## config.mk

```make
export PLATFORM = sky130hd
export DESIGN_NAME = vsdp_ctrl
export DESIGN_NICKNAME = d
export VERILOG_FILES = /design/src/rtl/vsdp_pkg.sv /design/src/rtl/vsdp_ctrl.sv
export SDC_FILE = /design/constraint.sdc
export NUM_CORES = 1
export LEC_CHECK = 0
export BUFFER_PORTS_ARGS = -buffer_cell sky130_fd_sc_hd__buf_4
export CAP_MARGIN = 20
export CORE_AREA = 2 2 39 41
export CTS_CLUSTER_DIAMETER = 120
export CTS_CLUSTER_SIZE = 25
export DETAILED_ROUTE_END_ITERATION = 7
export DIE_AREA = 0 0 41 43
export GPL_TIMING_DRIVEN = 1
export SLEW_MARGIN = 20
export SYNTH_ARGS = -nofsm -noshare
export SYNTH_HDL_FRONTEND = slang
export SYNTH_SLANG_ARGS = --single-unit
```

## constraint.sdc

```tcl
create_clock -name clk -period 1.02 [get_ports clk]
set_input_delay 0.204 -clock clk [delete_from_list [all_inputs] [get_ports clk]]
set_output_delay 0.204 -clock clk [all_outputs]
set_load 0.005 [all_outputs]
```

## src/rtl/vsdp_pkg.sv

```systemverilog
// Shared types and constants for the vertical seam finder.
package vsdp_pkg;

  // Field and register widths
  localparam int CFG_W     = 9;
  localparam int CFG_IDX_W = 2;
  localparam int ENERGY_W  = 16;
  localparam int COST_W    = 24;
  localparam int OUT_W     = 8;

  // Operation codes carried on the input beat
  localparam logic OP_LOAD = 1'b0;
  localparam logic OP_SEAM = 1'b1;

  // Configuration register indexes
  localparam logic [CFG_IDX_W-1:0] REG_ROWS = 2'd0;
  localparam logic [CFG_IDX_W-1:0] REG_COLS = 2'd1;

  // Saturation limits of a cumulative cost
  localparam logic signed [COST_W-1:0] COST_MAX = 24'sh7FFFFF;
  localparam logic signed [COST_W-1:0] COST_MIN = 24'sh800000;

  // Controller to datapath commands
  typedef struct packed {
    logic accept;     // input beat taken this cycle
    logic rd_first;   // read left and middle neighbours
    logic capture;    // hold first read data, read right neighbour
    logic take_min;   // reduce the three neighbours to their minimum
    logic finish;     // write the cost or step the trace back
  } cmd_t;

  // Datapath to controller status
  typedef struct packed {
    logic step_needed;  // a request now will need a trace step
    logic out_busy;     // result register full and not drained this cycle
  } status_t;

endpackage

```

## src/rtl/vsdp_ctrl.sv

```systemverilog
// Sequencer for pixel loads and seam trace steps.
module vsdp_ctrl (
  input  logic              clk,
  input  logic              rst,
  input  logic              in_valid,
  output logic              in_ready,
  input  logic              operation,
  input  vsdp_pkg::status_t st,
  output vsdp_pkg::cmd_t    cmd
);

  localparam logic [2:0] S_IDLE = 3'd0;
  localparam logic [2:0] S_RD1  = 3'd1;
  localparam logic [2:0] S_RD2  = 3'd2;
  localparam logic [2:0] S_MIN  = 3'd3;
  localparam logic [2:0] S_FIN  = 3'd4;

  logic [2:0] state;
  logic [2:0] state_next;
  logic       accept;

  // Take a load whenever idle; take a request only when the result register frees up
  assign in_ready = (state == S_IDLE) &&
                    ((operation == vsdp_pkg::OP_LOAD) || !st.out_busy);
  assign accept   = in_valid && in_ready;

  // Decode commands from the state
  always_comb begin
    cmd.accept   = accept;
    cmd.rd_first = (state == S_RD1);
    cmd.capture  = (state == S_RD2);
    cmd.take_min = (state == S_MIN);
    cmd.finish   = (state == S_FIN);
  end

  // Advance through the read, reduce and finish steps
  always_comb begin
    state_next = state;
    case (state)
      S_IDLE: begin
        if (accept) begin
          if (operation == vsdp_pkg::OP_LOAD || st.step_needed) begin
            state_next = S_RD1;
          end
        end
      end
      S_RD1:   state_next = S_RD2;
      S_RD2:   state_next = S_MIN;
      S_MIN:   state_next = S_FIN;
      S_FIN:   state_next = S_IDLE;
      default: state_next = S_IDLE;
    endcase
  end

  always_ff @(posedge clk) begin
    if (rst) begin
      state <= S_IDLE;
    end else begin
      state <= state_next;
    end
  end

endmodule

```

Word level (Yosys, flattened, before mapping)
Index checks and enable logic that the tools add are counted.
Operators by class
  bitwise logic cells: 1
  equality and inequality tests: 6
  muxes and demuxes: 3
  reductions and logical operators: 7
Operator list (number)
  $pmux W3 S4: 1
  $eq A3 B2 Y1 const B: 2
  $mux W3: 2
  $eq A3 B1 Y1 const B: 1
  $eq A3 B3 Y1 const B: 1
  $logic_not A3 Y1: 1
  $logic_and A1 B1 Y1: 2
  $logic_or A1 B1 Y1: 2
  $ne A2 B1 Y1 const B: 1
  $ne A2 B2 Y1 const B: 1
  $reduce_and A2 Y1: 1
  $logic_not A1 Y1: 1
  $not A1 Y1: 1
Storage, ports and cells
  output and inout bits: 6
  register bits: 3

Logic depth before layout (Yosys ltp)
  word-level depth: 6
  depth in mapped cells: 3
  mapped depth without buffers: 2

Worst setup path after synthesis
Ideal clock, no wire load.
  path type: reg2out
  start point: register state[0]
  end point: output port cmd[4] (netlist name)
  path slack: -147 ps
  data required time: 816 ps
  path buffers: 1
  stages on the path, launching flop included: 4
  arrival time: 963 ps
  path through: dfxtp_1 -> a2111oi_4 -> and2_1 -> buf_4
On the way
  longest elaborated chain between the ends: 3
Ends and longest elaborated chain
  from (decl): RTL line vsdp_ctrl.sv:18  | logic [2:0] state;
  from (signal assigned): RTL line vsdp_ctrl.sv:59  | state <= state_next;
  $logic_not A3 Y1: RTL line vsdp_ctrl.sv:23  | assign in_ready = (state == S_IDLE) &&
  $logic_and A1 B1 Y1: RTL line vsdp_ctrl.sv:23
  via in_ready: RTL line vsdp_ctrl.sv:6  | output logic in_ready,
  $logic_and A1 B1 Y1: RTL line vsdp_ctrl.sv:25  | assign accept = in_valid && in_ready;
  to (decl): RTL line vsdp_ctrl.sv:9  | output vsdp_pkg::cmd_t cmd
The timed path passes the listed nets, and every way through them passes these cells.

==> impl_metrics.json <==
{
  "class_of_the_worst_hold_path": "input pin to register",
  "buffer_ports.inserted": 11,
  "placement_rows": 14,
  "synth_compound_area_share_pct": 19.9,
  "grt_max_degree": 8,
  "worst_setup_sp_type": "register",
  "layout_commonest_cell": "sky130_fd_sc_hd__buf_4",
  "synth-xor-area-share_pct": 4.79,
  "critical_path.reg2reg.startpoint": "state[1]$_SDFFE_PP0P_",
  "postCtsSetupBuffers": 0,
  "wl_per_cell_um": 9.10,
  "combinational_family_with_the_most_area_after_synthesis": "simple AND/OR/NAND/NOR gates",
  "detail_route.vias_per_cell": 3.82,
  "dpl-instance-area_um2": 294,
  "total_switching_power_uw": 125,
  "initial_antenna_violation_count": 0,
  "start_util_pct": 13.2,
  "hold_violations": 0,
  "largest_reg_flops": 3,
  "critPathKind": "register to primary output",
  "pwr-share-seq_pct": 30.1,
  "core_um2": 1380,
  "drc": 0,
  "totalWireLength_um": 446,
  "top_level_ports": 12,
  "global_route_wire_length_before_repair_um": 765,
  "min_delay_path_depth": 2,
  "ir_worst_vdd_uv": 596,
  "clock_latency_ns": 0.24,
  "status": "finished, violations left",
  "tritoncts": "built",
  "timing.rr.end": "state[2]$_SDFFE_PP0P_",
  "tightest_slew_ns": 0.261,
  "static-leakage-power_nw": 0.157,
  "post_synthesis_adder_cell_area_fraction_pct": 0,
  "clock_skew_ns": 0.00498,
  "syn_inst": 17,
  "worst_hold_path.endpoint": "state[2]$_SDFFE_PP0P_",
  "dieHeight_um": 43,
  "maxCapViolCount": 0,
  "root_buffer": "sky130_fd_sc_hd__clkbuf_4",
  "detail_route.first_pass.iterations": 2,
  "min_period_over_period_pct": 132,
  "ant_nets": 0,
  "n_antenna_cell": 0,
  "mappedNetlistNets": 23,
  "mux_cell_area_share_after_synthesis_pct": 0,
  "synth_area_um2": 183,
  "final.setup.tns_ns": -1.31,
  "syn_area_per_cell_um2": 10.7,
  "critical_path_peak_fanout": 2,
  "place_congestion": 0.587,
  "min-delay-start": "rst",
  "final_net_count": 40,
  "sw_share_pct": 25.7,
  "drive_above_1_share_pct": 72.7,
  "die_width_um": 41,
  "most-common-layout-cells": "sky130_fd_sc_hd__buf_4, sky130_fd_sc_hd__nor3b_2, sky130_fd_sc_hd__clkbuf_4",
  "worst-r2r-setup-slack_ns": 0.12,
  "top_register": "state",
  "clk_path_buf_depth": 2,
  "finalSetupViolCount": 6,
  "max-slew-margin-rel_pct": 82.6,
  "final-max-slew-violation-count": 0,
  "synth_seq_area_share_pct": 32.9,
  "worst_case_reg_to_reg_path_depth": 3,
  "cts-htree-levels": 1,
  "numCtsBuffers": 3,
  "grt_util_all_layers_pct": 7.23,
  "multi_input_gate_area_in_the_final_layout_um2": 130,
  "power.internal_uw": 361,
  "dpl_worst_slack_ns": -0.134,
  "post-route-worst-setup-slack_ns": -0.329,
  "power.share.clock_pct": 43.7,
  "seqCellArea_um2": 66.3,
  "violations": "negative setup slack",
  "clkSlewWorstSetupHoldPaths_ns": 0.03,
  "die_area_um2": 1760,
  "synthSimpleGateAreaFrac_pct": 38.4,
  "logic_gate_share_of_total_power_pct": 26.3,
  "post-route-min-period_ns": 1.35,
  "grt_overflow": 0,
  "rsz0062_at_grt": "true",
  "synth-seq-cells": 3,
  "worst_ep_arrival_time_ns": 1.14,
  "fillers": 160,
  "clkSinkCount": 3,
  "critPathCaptureType": "primary output",
  "ys_warn_count": 0,
  "holdBufCountCts": 0,
  "initialDrtViolationCount": 1,
  "timing.fmax_ghz": 0.741,
  "via_count_of_the_first_global_routing_pass": 179,
  "fin_area_um2": 344,
  "critical_path_required_ns": 0.82,
  "post_synth_num_cell_types": 11,
  "power.density_cell_area_nw_per_um2": 1410,
  "finalCoreUtilization_pct": 24.9,
  "via_count": 187,
  "areaGrowthSynthToFinish_pct": 88.4,
  "largestRegisters": "state (3)"
}
-- cell usage after synthesis --
cell | count | area (um2)
sky130_fd_sc_hd__buf_4 | 1 | 7.51
sky130_fd_sc_hd__o31a_1 | 1 | 8.76
sky130_fd_sc_hd__xnor2_1 | 1 | 8.76
sky130_fd_sc_hd__nor3_1 | 2 | 10.0
sky130_fd_sc_hd__and3b_1 | 1 | 8.76
sky130_fd_sc_hd__dfxtp_1 | 3 | 60.1
sky130_fd_sc_hd__a2111oi_4 | 1 | 27.5
sky130_fd_sc_hd__nor3b_1 | 3 | 22.5
sky130_fd_sc_hd__and3b_2 | 1 | 10.0
sky130_fd_sc_hd__nor2b_1 | 2 | 12.5
sky130_fd_sc_hd__and2_1 | 1 | 6.26
-- power by group through the flow --
stage | clock (mW) | combinational (mW) | sequential [mW]
after floorplan | 0 | 0.0574 | 0.150
after global placement | 0 | 0.123 | 0.147
after detailed placement | 0 | 0.124 | 0.148
after CTS | 0.225 | 0.130 | 0.146
after global routing | 0.245 | 0.142 | 0.149
final | 0.212 | 0.128 | 0.146
-- critical path, stage by stage (launching register included) --
cell and delay (ns):
sky130_fd_sc_hd__dfxtp_2 0.32, sky130_fd_sc_hd__a2111oi_4 0.32, sky130_fd_sc_hd__and2_1 0.16, sky130_fd_sc_hd__buf_4 0.10
-- worst max path at each step --
stage	from	end	slack [ns]	cells past startpoint
after floorplan	state[1]$_SDFFE_PP0P_	cmd[4]	-0.12	3
after global placement	st[0]	cmd[4]	-0.13	4
after detailed placement	st[0]	cmd[4]	-0.13	4
after CTS	state[1]$_SDFFE_PP0P_	cmd[4]	-0.36	3
after global routing	state[1]$_SDFFE_PP0P_	cmd[4]	-0.43	3
final	state[1]$_SDFFE_PP0P_	cmd[4]	-0.33	3
-- kinds of logic (layout without fill, tap and decap cells) --
family / count (synthesis) / count (layout)
buf+inv: 1 / 17
simple gates: 10 / 10
compound gates: 2 / 2
flops: 3 / 3
xor+xnor: 1 / 1
-- per-layer routing --
layer / vias to the layer above / share of wire (%) / global-route usage [%]
met4: 0 / 0 / 4.00
met2: 14 / 35 / 6.88
met5: - / 0 / 0
li1: 94 / - / -
met3: 0 / 17 / 7.85
met1: 79 / 47 / 9.32
-- what timing repair did --
action | in CTS | in global routing
setup endpoints to repair | 6 | 6
pin swaps | 1 | 0
gates resized for setup | 7 | 0
endpoints found under the hold margin | 0 | 0
-- metrics by stage --
step / instances / total power [mW] / hold WS [ns]
after floorplan: 17 / 0.208 / 0.273
after global placement: 45 / 0.271 / 0.385
after detailed placement: 45 / 0.272 / 0.387
after CTS: 49 / 0.502 / 0.129
after global routing: 49 / 0.536 / 0.136
final: 49 / 0.487 / 0.138
-- layout make-up --
| type | instances | area share, % |
|---|---|---|
| repair buffers | 13 | 29.5 |
| multi-input cells | 13 | 37.8 |
| well taps | 16 | 5.82 |
| clock buffers | 4 | 7.64 |
| flip-flops and latches | 3 | 19.3 |
Note: power is estimated with default switching activity, not from simulation.
